===== src/rtl/grc_pkg.sv =====
// Shared types, constants and codes of the grid raycast column block.
`default_nettype none
package grc_pkg;

	localparam int FRAC_BITS  = 16;
	localparam int MAP_SIDE   = 64;
	localparam int MAP_W      = 6;
	localparam int MAP_DEPTH  = MAP_SIDE * MAP_SIDE;
	localparam int ADDR_W     = 2 * MAP_W;
	localparam int CELL_W     = MAP_W + 2;
	localparam int DIV_NUM_W  = 40;
	localparam int DIV_DEN_W  = 32;
	localparam int DIV_CNT_W  = 6;
	localparam int RAY_W      = 32;
	localparam int CAM_W      = 30;
	localparam int SD_W       = 41;
	localparam int DD_W       = 33;
	localparam int PROD_W     = 48;
	localparam int FX_W       = FRAC_BITS + 1;
	localparam int DM_W       = 23;

	localparam logic [DIV_CNT_W-1:0] ITER_CAM  = 6'd28;
	localparam logic [DIV_CNT_W-1:0] ITER_SD   = 6'd33;
	localparam logic [DIV_CNT_W-1:0] ITER_DIST = 6'd39;
	localparam logic [DIV_CNT_W-1:0] ITER_LH   = 6'd28;

	localparam logic [1:0] STATUS_HIT   = 2'd0;
	localparam logic [1:0] STATUS_WRITE = 2'd1;
	localparam logic [1:0] STATUS_MISS  = 2'd2;

	localparam logic [2:0] REG_POS_X         = 3'd0;
	localparam logic [2:0] REG_POS_Y         = 3'd1;
	localparam logic [2:0] REG_DIR_X         = 3'd2;
	localparam logic [2:0] REG_DIR_Y         = 3'd3;
	localparam logic [2:0] REG_PLANE_X       = 3'd4;
	localparam logic [2:0] REG_PLANE_Y       = 3'd5;
	localparam logic [2:0] REG_SCREEN_WIDTH  = 3'd6;
	localparam logic [2:0] REG_SCREEN_HEIGHT = 3'd7;

	localparam logic signed [17:0] RST_DIR_X   = 18'sd65536;
	localparam logic signed [17:0] RST_PLANE_Y = 18'sd43254;
	localparam logic [11:0]        RST_WIDTH   = 12'd640;
	localparam logic [11:0]        RST_HEIGHT  = 12'd480;

	typedef struct packed {
		logic        command;
		logic [10:0] column;
		logic [5:0]  cell_x;
		logic [5:0]  cell_y;
		logic        wall_bit;
	} grc_item_t;

	typedef struct packed {
		logic [1:0]  status;
		logic [31:0] wall_distance;
		logic        hit_side;
		logic [5:0]  hit_cell_x;
		logic [5:0]  hit_cell_y;
		logic [15:0] wall_height;
		logic [10:0] draw_first_row;
		logic [11:0] draw_end_row;
		logic [15:0] wall_fraction;
	} grc_result_t;

	typedef enum logic [3:0] {
		ST_CLEAR,
		ST_IDLE,
		ST_MAPWR,
		ST_DIV_GO,
		ST_DIV_WAIT,
		ST_MUL_X,
		ST_MUL_Y,
		ST_RAY_Y,
		ST_RAY_CHK,
		ST_STEP,
		ST_PROBE,
		ST_LH_SEL,
		ST_MUL_W,
		ST_FIN,
		ST_MISS
	} grc_state_t;

	typedef enum logic [2:0] {
		DIV_CAM,
		DIV_SDX,
		DIV_DDX,
		DIV_SDY,
		DIV_DDY,
		DIV_DIST,
		DIV_LH
	} grc_div_op_t;

	typedef enum logic [1:0] {
		MUL_RAY_X,
		MUL_RAY_Y,
		MUL_WALL
	} grc_mul_sel_t;

	typedef struct packed {
		logic         clr_en;
		logic         accept;
		logic         div_go;
		logic         div_latch;
		grc_div_op_t  div_op;
		logic         mul_go;
		grc_mul_sel_t mul_sel;
		logic         ray_x;
		logic         ray_y;
		logic         step;
		logic         lh_max;
		logic         out_load;
		logic [1:0]   out_status;
	} grc_cmd_t;

	typedef struct packed {
		logic clr_last;
		logic div_done;
		logic ray_zero;
		logic oob;
		logic wall;
		logic last_step;
		logic d_zero;
	} grc_sts_t;

endpackage
`default_nettype wire


===== src/rtl/grc_ctrl.sv =====
// Controller state machine: sequences clearing, map writes, ray setup, walk and finish.
`default_nettype none
module grc_ctrl (
	input  wire logic               clk,
	input  wire logic               arst_n,
	input  wire logic               start,
	input  wire logic               command,
	output logic                    busy,
	output grc_pkg::grc_cmd_t       cmd,
	input  wire grc_pkg::grc_sts_t  sts
);

	grc_pkg::grc_state_t  state_q, state_d;
	grc_pkg::grc_div_op_t op_q, op_d;

	always_ff @(posedge clk or negedge arst_n) begin
		if (!arst_n) begin
			state_q <= grc_pkg::ST_CLEAR;
			op_q    <= grc_pkg::DIV_CAM;
		end else begin
			state_q <= state_d;
			op_q    <= op_d;
		end
	end

	always_comb begin
		state_d = state_q;
		op_d    = op_q;
		unique case (state_q)
			grc_pkg::ST_CLEAR:
				if (sts.clr_last)
					state_d = grc_pkg::ST_IDLE;
			grc_pkg::ST_IDLE:
				if (start) begin
					if (command) begin
						state_d = grc_pkg::ST_MAPWR;
					end else begin
						op_d    = grc_pkg::DIV_CAM;
						state_d = grc_pkg::ST_DIV_GO;
					end
				end
			grc_pkg::ST_MAPWR:   state_d = grc_pkg::ST_IDLE;
			grc_pkg::ST_DIV_GO:  state_d = grc_pkg::ST_DIV_WAIT;
			grc_pkg::ST_DIV_WAIT:
				if (sts.div_done) begin
					unique case (op_q)
						grc_pkg::DIV_CAM: state_d = grc_pkg::ST_MUL_X;
						grc_pkg::DIV_SDX: begin
							op_d    = grc_pkg::DIV_DDX;
							state_d = grc_pkg::ST_DIV_GO;
						end
						grc_pkg::DIV_DDX: begin
							op_d    = grc_pkg::DIV_SDY;
							state_d = grc_pkg::ST_DIV_GO;
						end
						grc_pkg::DIV_SDY: begin
							op_d    = grc_pkg::DIV_DDY;
							state_d = grc_pkg::ST_DIV_GO;
						end
						grc_pkg::DIV_DDY:  state_d = grc_pkg::ST_STEP;
						grc_pkg::DIV_DIST: state_d = grc_pkg::ST_LH_SEL;
						grc_pkg::DIV_LH:   state_d = grc_pkg::ST_MUL_W;
						default:           state_d = grc_pkg::ST_IDLE;
					endcase
				end
			grc_pkg::ST_MUL_X:   state_d = grc_pkg::ST_MUL_Y;
			grc_pkg::ST_MUL_Y:   state_d = grc_pkg::ST_RAY_Y;
			grc_pkg::ST_RAY_Y:   state_d = grc_pkg::ST_RAY_CHK;
			grc_pkg::ST_RAY_CHK:
				if (sts.ray_zero) begin
					state_d = grc_pkg::ST_MISS;
				end else begin
					op_d    = grc_pkg::DIV_SDX;
					state_d = grc_pkg::ST_DIV_GO;
				end
			grc_pkg::ST_STEP:    state_d = grc_pkg::ST_PROBE;
			grc_pkg::ST_PROBE:
				priority if (sts.oob) begin
					state_d = grc_pkg::ST_MISS;
				end else if (sts.wall) begin
					op_d    = grc_pkg::DIV_DIST;
					state_d = grc_pkg::ST_DIV_GO;
				end else if (sts.last_step) begin
					state_d = grc_pkg::ST_MISS;
				end else begin
					state_d = grc_pkg::ST_STEP;
				end
			grc_pkg::ST_LH_SEL:
				if (sts.d_zero) begin
					state_d = grc_pkg::ST_MUL_W;
				end else begin
					op_d    = grc_pkg::DIV_LH;
					state_d = grc_pkg::ST_DIV_GO;
				end
			grc_pkg::ST_MUL_W:   state_d = grc_pkg::ST_FIN;
			grc_pkg::ST_FIN:     state_d = grc_pkg::ST_IDLE;
			grc_pkg::ST_MISS:    state_d = grc_pkg::ST_IDLE;
			default:             state_d = grc_pkg::ST_IDLE;
		endcase
	end

	always_comb begin
		cmd        = '0;
		cmd.div_op = op_q;
		unique case (state_q)
			grc_pkg::ST_CLEAR:    cmd.clr_en = 1'b1;
			grc_pkg::ST_IDLE:     cmd.accept = start;
			grc_pkg::ST_MAPWR: begin
				cmd.out_load   = 1'b1;
				cmd.out_status = grc_pkg::STATUS_WRITE;
			end
			grc_pkg::ST_DIV_GO:   cmd.div_go    = 1'b1;
			grc_pkg::ST_DIV_WAIT: cmd.div_latch = sts.div_done;
			grc_pkg::ST_MUL_X: begin
				cmd.mul_go  = 1'b1;
				cmd.mul_sel = grc_pkg::MUL_RAY_X;
			end
			grc_pkg::ST_MUL_Y: begin
				cmd.mul_go  = 1'b1;
				cmd.mul_sel = grc_pkg::MUL_RAY_Y;
				cmd.ray_x   = 1'b1;
			end
			grc_pkg::ST_RAY_Y:    cmd.ray_y  = 1'b1;
			grc_pkg::ST_RAY_CHK:  ;
			grc_pkg::ST_STEP:     cmd.step   = 1'b1;
			grc_pkg::ST_PROBE:    ;
			grc_pkg::ST_LH_SEL:   cmd.lh_max = sts.d_zero;
			grc_pkg::ST_MUL_W: begin
				cmd.mul_go  = 1'b1;
				cmd.mul_sel = grc_pkg::MUL_WALL;
			end
			grc_pkg::ST_FIN: begin
				cmd.out_load   = 1'b1;
				cmd.out_status = grc_pkg::STATUS_HIT;
			end
			grc_pkg::ST_MISS: begin
				cmd.out_load   = 1'b1;
				cmd.out_status = grc_pkg::STATUS_MISS;
			end
			default: ;
		endcase
	end

	assign busy = (state_q != grc_pkg::ST_IDLE);

`ifndef SYNTH
	a_div_done_in_wait: assert property (@(posedge clk) disable iff (!arst_n)
		sts.div_done |-> (state_q == grc_pkg::ST_DIV_WAIT))
		else $error("divider result arrived outside the wait state");
	a_cast_starts_cam: assert property (@(posedge clk) disable iff (!arst_n)
		(cmd.accept && !command) |=> (op_q == grc_pkg::DIV_CAM))
		else $error("cast did not begin with the camera offset division");
`endif

endmodule
`default_nettype wire

===== config.mk =====
export PLATFORM = sky130hd
export DESIGN_NAME = grc_ctrl
export DESIGN_NICKNAME = d
export VERILOG_FILES = /design/src/rtl/grc_pkg.sv /design/src/rtl/grc_ctrl.sv
export SDC_FILE = /design/constraint.sdc
export NUM_CORES = 1
export LEC_CHECK = 0
export BUFFER_PORTS_ARGS = -buffer_cell sky130_fd_sc_hd__buf_2
export CORE_MARGIN = 2
export CORE_UTILIZATION = 40
export DETAILED_ROUTE_END_ITERATION = 7
export GPL_ROUTABILITY_DRIVEN = 0
export PLACE_DENSITY_LB_ADDON = 0.2
export SLEW_MARGIN = 20
export SYNTH_ARGS = -nofsm -noshare
export SYNTH_HDL_FRONTEND = slang
export SYNTH_SLANG_ARGS = --single-unit

===== constraint.sdc =====
create_clock -name clk -period 2 [get_ports clk]
set_input_delay 0.3 -clock clk [delete_from_list [all_inputs] [get_ports clk]]
set_output_delay 0.3 -clock clk [all_outputs]
set_load 0.1 [all_outputs]

* Word-level counts from Yosys, hierarchy flattened
Cells that the tools add are included.
Cells by class: equality and inequality tests 30, muxes and demuxes 30, reductions and logical operators 6
Operators with widths (count):
- 4-bit one-hot mux with 12 select lines | 1
- 4-bit == test, second input constant | 7
- 4-bit 2-to-1 mux | 7
- 3-bit one-hot mux with 3 select lines | 3
- 3-bit 2-to-1 mux | 8
- 4-bit one-hot mux with 5 select lines | 1
- 4-bit by 3-bit == test with 1-bit output, second input constant | 4
- 2-bit inequality test, second input constant | 8
- 3-bit one-hot mux with 5 select lines | 1
- 3-bit == test, second input constant | 3
- 1-bit 2-to-1 mux | 9
- 9-bit AND reduction | 1
- 4-bit by 2-bit == test with 1-bit output, second input constant | 2
- 3-bit by 2-bit == test with 1-bit output, second input constant | 2
- 5-bit nonzero test | 1
- 4-bit by 1-bit == test with 1-bit output, second input constant | 1
- 4-bit logical NOT | 1
- 4-bit by 1-bit inequality test with 1-bit output, second input constant | 1
- 4-bit inequality test, second input constant | 1
- 3-bit by 1-bit == test with 1-bit output, second input constant | 1
- 3-bit logical NOT | 1
- 3-bit AND reduction | 1
- 3-bit OR reduction | 1
Storage, ports and cells: register bits 7, input port bits 11, output and inout port bits 18, word-level logic and storage cells 68

* Depth between registers and ports, before layout
Gate-level depths: netlist of run 1.
depth after elaboration 5, mapped depth 7

* Least setup slack after synthesis of run 1
Ideal clock, no wire load.
path type register to output, start reg state_q[0], end out cmd[2] (netlist bit), data arrival time 3.952 ns, slack -2.252 ns, stages on the path, launching flop included 6, buffers on the path 2, cell sequence dfrtp_1 buf_6 clkbuf_1 nand2b_1 nor3_1 o21bai_1
RTL lines:
- start, declared | RTL line grc_ctrl.sv:13 | grc_pkg::grc_state_t state_q, state_d;
- start signal, assigned | RTL line grc_ctrl.sv:18 | state_q <= grc_pkg::ST_CLEAR;
- start signal, assigned | RTL line grc_ctrl.sv:21 | state_q <= state_d;
- end, declared | RTL line grc_ctrl.sv:9 | output grc_pkg::grc_cmd_t cmd,

==> results of run 1 <==
## state kept, by name (all words and copies together) (netlist names)
register  cells
op_q          3
state_q       4
## metrics by stage
stage                 util  cells  worst slack (ns)    TNS, ns  hold WS (ns)
floorplan                -    123           -0.3916     -1.543      0.004409
global placement    0.6769    178            0.2184          0        0.1353
detailed placement  0.6769    178            0.1654          0        0.1385
CTS                 0.6950    183           0.01256          0        0.2586
global route        0.7044    184         -0.001356  -0.001481        0.2625
finish              0.7044    184           0.06027          0        0.2684
## layer usage
layer / GRT usage / wire length [um] / share of wire / vias to the layer above
met5: 0 / 0 / 0 / -
met2: 0.3794 / 1331 / 0.51 / 41
met1: 0.2610 / 1044 / 0.40 / 477
met3: 0.06250 / 171 / 0.065 / 10
met4: 0.1261 / 78 / 0.030 / 0
li1: - / - / - / 498
## worst max-delay path: stages, from the launching register on
cell,delay [ns]
dfrtp_2,0.44
buf_4,0.19
nor2b_2,0.18
o311a_2,0.40
buf_12,0.17
## cell type report
class | instances | area [sq um]
Clock buffer | 4 | 26.28
Fill cell | 155 | 591.8
Inverter | 3 | 11.26
Multi-Input combinational cell | 102 | 676.9
Sequential cell | 7 | 180.2
Tap cell | 27 | 33.78
Timing Repair Buffer | 41 | 481.7
## how the worst min path moves through the flow
stage,from,to,slack [ns],cells after the start
floorplan,arst_n,op_q[0]$_DFFE_PN0P_,0.004,0
global placement,arst_n,state_q[3]$_DFFE_PN0P_,0.14,1
detailed placement,arst_n,state_q[3]$_DFFE_PN0P_,0.14,1
CTS,sts[5],state_q[2]$_DFFE_PN0P_,0.26,2
global route,sts[5],state_q[2]$_DFFE_PN0P_,0.26,2
finish,sts[5],state_q[2]$_DFFE_PN0P_,0.27,2
## report_power, final
group	internal (mW)	switching [mW]
registers	0.184	0.0685
logic	0.647	1.06
clock network	0.0764	0.0564
total	0.907	1.19
## synth_stat cells (2+ instances only)
cell type	number
nor2_1	19
nand2_1	13
a21oi_1	9
dfrtp_1	7
nand2b_1	7
nor3_1	6
o21ai_0	5
buf_2	4
nor2b_1	4
a31oi_1	3
clkbuf_1	3
inv_1	3
a211oi_1	2
a21o_1	2
and2_1	2
buf_6	2
mux2_4	2
nand3b_1	2
or3b_1	2
xnor2_1	2
## timing repair
action,CTS,global route
gates resized for setup,0,5
hold endpoints to repair,7,0
hold buffers,1,0
endpoints found under the setup margin,0,5
setup buffers,0,1
## cell families after synthesis
| group | synth area share |
|---|---|
| xor+xnor | 0.03062 |
| flops | 0.2041 |
| simple gates | 0.3849 |
| compound gates | 0.2449 |
| buf+inv | 0.08892 |
| mux | 0.04665 |
==> results.json, run 1 <==
{
  "portBuffers": 28,
  "ys_seq_area_frac": 0.2041,
  "layout_min_cycle_time_ns": 1.940,
  "ys.flop_type": "dfrtp_1",
  "start_kind": "flop",
  "drv_slew": 0,
  "max-cap-violations": 0,
  "ant_nets": 0,
  "std_cell_rows": 16,
  "core-area_sq_mm": 0.002002,
  "post-dp-hpwl_um": 2079,
  "die_h_um": 50.32,
  "yosys.area.top_type": "dfrtp_1",
  "rrSetupSlack_ns": 0.17,
  "finalCritPeriodShare": 0.9699,
  "total_power_mw": 2.094,
  "cts_tree": "yes",
  "post_dp_cell_area_sq_mm": 0.001355,
  "worstSetupPathType": "reg -> out",
  "crit_start": "state_q[1]$_DFFE_PN0P_",
  "dieArea_sq_mm": 0.002532,
  "start_util": 0.4287,
  "clk_path_buf_depth": 2,
  "worst-path-max-fanout": 11,
  "hold_viol_final": 0,
  "worst_slew_pin_slew_ns": 0.4837,
  "netlist_instances": 123,
  "antenna_found_initial": 0,
  "synth_top_area_frac": 0.2041,
  "critical_path_arrival_ns": 1.64,
  "ir_drop_v": 0.001035,
  "r2r_start": "state_q[0]$_DFFE_PN0P_",
  "via_count": 1026,
  "avgSynthCellArea_sq_um": 6.978,
  "synth_cell_types": 44,
  "hp-class": "in -> reg",
  "synth_edf_count": 0,
  "status": "finished, final reports clean",
  "grt_pass1_vias": 1003,
  "p_leak_nw": 0.5919,
  "max-slew-margin-rel": 0.6798,
  "overflow": 0,
  "reg2reg_depth": 5,
  "drtPass1Iterations": 4,
  "grt_pass1_wl_um": 4353,
  "ys_warn_count": 0,
  "syn-num-nets": 134,
  "htree_levels": 1,
  "critPathCapture": "cmd[9]",
  "cts-buffers-inserted": 3,
  "crit_path_end_kind": "primary output",
  "clock_latency_ns": 0.26,
  "cts_root_buf": "clkbuf_4",
  "synth.area.top_cells": "dfrtp_1 20%, nor2_1 8.3%, nand2_1 5.7%",
  "grt_use_total": 0.2275,
  "synth-async-reset-ratio": 1.000,
  "route.detailed.drc": 0,
  "wl_per_cell_um": 14.27,
  "p_per_area_mw_per_mm2": 1485,
  "cts_sinks": 7,
  "required_ns": 1.70,
  "drtIter0Drc": 24,
  "layout_commonest_cell": "buf_12",
  "stdcell_area_sq_mm": 0.001410,
  "via_per_inst": 5.576,
  "ios": 29,
  "reg2reg_to": "op_q[2]$_DFFE_PN0P_",
  "yosys_register_bits": 7,
  "finalSetupViolations": 0,
  "antenna_cells": 0,
  "drive_gt1_frac": 0.4268,
  "area_delta_synth_final_pct": 64.29,
  "grt_max_degree": 16,
  "synth_area_sq_um": 858.3,
  "layout.nets": 169,
  "totalWireLength_um": 2625,
  "final_cell_mix": "16 x buf_12, 14 x nor2_1, 13 x nand2_1, 13 x buf_2, 10 x buf_4",
  "fin_worst_skew_ns": 0.004632,
  "clk_pin_slew_worst_paths_ns": 0.05,
  "die_w_um": 50.32,
  "fmax_mhz": 515.5
}
Power figures use the tool's default switching activity.
==> run 2: changes to the inputs <==
--- a/config.mk
+++ b/config.mk
@@ -5,8 +5,8 @@
 export SDC_FILE = /design/constraint.sdc
 export NUM_CORES = 1
 export LEC_CHECK = 0
-export BUFFER_PORTS_ARGS = -buffer_cell sky130_fd_sc_hd__buf_2
-export CORE_MARGIN = 2
+export BUFFER_PORTS_ARGS = -buffer_cell sky130_fd_sc_hd__buf_4
+export CORE_MARGIN = 8
 export CORE_UTILIZATION = 40
 export DETAILED_ROUTE_END_ITERATION = 7
 export GPL_ROUTABILITY_DRIVEN = 0
==> run 2 against run 1 <==
Net effect:
- final cell count is 1.6% lower
- critical path depth increased by 1
- fmax grew 2.0%
- first-iteration DRC count up 17%
- combinational power decreased by 12%
- non-clock buffer count decreased by 3
- cell area decreased by 12%
- setup slack better by 0.039 ns
- flip-flop and latch count is the same
- sequential share of layout area increased by 1.7 points
- clock power fell by 8%
- register-to-register slack hardly changed
- largest power group unchanged
==> results.json, run 2 (same netlist as run 1, synthesis figures left out) <==
{
  "finalSetupViolations": 0,
  "required_ns": 1.70,
  "via_per_inst": 5.641,
  "reg2reg_depth": 5,
  "clk_path_buf_depth": 2,
  "layout_commonest_cell": "buf_4",
  "cts-buffers-inserted": 3,
  "drtPass1Iterations": 4,
  "core-area_sq_mm": 0.002002,
  "pre_cts_ws_ns": 0.1706,
  "htree_levels": 1,
  "grt_pass1_wl_um": 4485,
  "placed_cells": 176,
  "largest_reg_flops": 4,
  "ios": 29,
  "final_util": 0.6225,
  "critical_path_arrival_ns": 1.60,
  "regArea_sq_um": 180.2,
  "p_leak_nw": 0.5430,
  "route.detailed.drc": 0,
  "top_regs": "state_q: 4 flops, op_q: 3 flops",
  "overflow": 0,
  "dieArea_sq_mm": 0.003884,
  "grt_use_total": 0.1318,
  "wl_met2_um": 1312,
  "area_delta_synth_final_pct": 45.19,
  "met1_length_um": 1134,
  "post-dp-hpwl_um": 2156,
  "grt_max_degree": 21,
  "finalCritPeriodShare": 0.9505,
  "stdcell_count": 181,
  "hold_path_depth": 2,
  "cts_tree": "yes",
  "max-slew-margin-rel": 0.7437,
  "hp-class": "in -> reg",
  "die_h_um": 62.32,
  "drtIter0Drc": 28,
  "antenna_cells": 0,
  "ir_drop_v": 0.0009343,
  "std_cell_rows": 16,
  "multi_input_area_sq_um": 674.4,
  "cts_root_buf": "clkbuf_4",
  "start_kind": "flop",
  "portBuffers": 28,
  "layout.nets": 166,
  "die_w_um": 62.32,
  "clock_latency_ns": 0.25,
  "largest-register": "state_q",
  "cts_sinks": 7,
  "crit_path_end_kind": "primary output",
  "worst-path-max-fanout": 10,
  "via_count": 1021,
  "max-cap-violations": 0,
  "final_cell_mix": "33 x buf_4, 14 x nor2_1, 13 x nand2_1",
  "highest_layer": "met3",
  "ant_nets": 0,
  "antenna_found_initial": 0,
  "fin_worst_skew_ns": 0.006841,
  "rsz0062_at_grt": "false",
  "wl_per_cell_um": 14.69,
  "worstSetupPathType": "reg -> out",
  "p_per_area_mw_per_mm2": 1515,
  "tns_ns": 0,
  "total_power_mw": 1.888,
  "drv_slew": 0,
  "layout_min_cycle_time_ns": 1.901,
  "hold_viol_final": 0,
  "status": "finished, final reports clean",
  "post_dp_cell_area_sq_mm": 0.001185,
  "start_util": 0.4287,
  "worst_slew_pin_slew_ns": 0.3748,
  "fin_ws_ns": 0.09906,
  "postCtsSetupBuffers": 0,
  "drive_gt1_frac": 0.4091,
  "wl_met3_um": 213,
  "whs_ns": 0.2740,
  "totalWireLength_um": 2659,
  "final.fill_count": 179,
  "grt_pass1_vias": 959,
  "fmax_mhz": 526.1,
  "clk_pin_slew_worst_paths_ns": 0.05,
  "stdcell_area_sq_mm": 0.001246
}
-- run 2: cell types whose count changed in the layout (fill, tap and decap cells not counted), sizes merged --
cell,delta
buf,-3
-- run 2: final timing paths --
| path | startpoint | to | slack, ns |
|---|---|---|---|
| max | state_q[0]$_DFFE_PN0P_ | cmd[9] | 0.1 |
| min | sts[5] | state_q[2]$_DFFE_PN0P_ | 0.27 |
| max reg2reg | state_q[0]$_DFFE_PN0P_ | op_q[2]$_DFFE_PN0P_ | 0.18 |
| min reg2reg | op_q[1]$_DFFE_PN0P_ | op_q[1]$_DFFE_PN0P_ | 0.64 |
| max in group asynchronous | arst_n | state_q[0]$_DFFE_PN0P_ | 1.46 |
| min in group asynchronous | arst_n | op_q[0]$_DFFE_PN0P_ | 0.40 |
-- run 2: critical path, cell delays in order, from the launching register on --
cell	delay (ns)
dfrtp_2	0.46
or2_1	0.28
buf_4	0.17
nand2_1	0.06
o311a_2	0.17
buf_6	0.22
-- run 2: metal layers --
metal / vias up / track usage
met2: 53 / 0.2199
li1: 491 / -
met4: 0 / 0.02564
met3: 0 / 0.02688
met1: 477 / 0.1703
met5: - / 0
-- run 2: cell type report --
class                           instances  share of cell area
Tap cell                               27             0.02711
Multi-Input combinational cell        102              0.5412
Timing Repair Buffer                   38              0.2570
Inverter                                3            0.009036
Sequential cell                         7              0.1446
Clock buffer                            4             0.02108
-- run 2: what timing repair did --
item                                   CTS  global route
endpoints found under the hold margin    7             0
gates resized for setup                  2             6
hold buffers                             1             0
setup endpoints to repair                2             6
gates cloned                             0             0
-- run 2: power breakdown --
part	leakage [nW]	switching [mW]	internal, mW
combinational	0.440	1.02	0.489
sequential	0.0879	0.0737	0.184
clock	0.0150	0.0472	0.0758
total	0.543	1.14	0.749
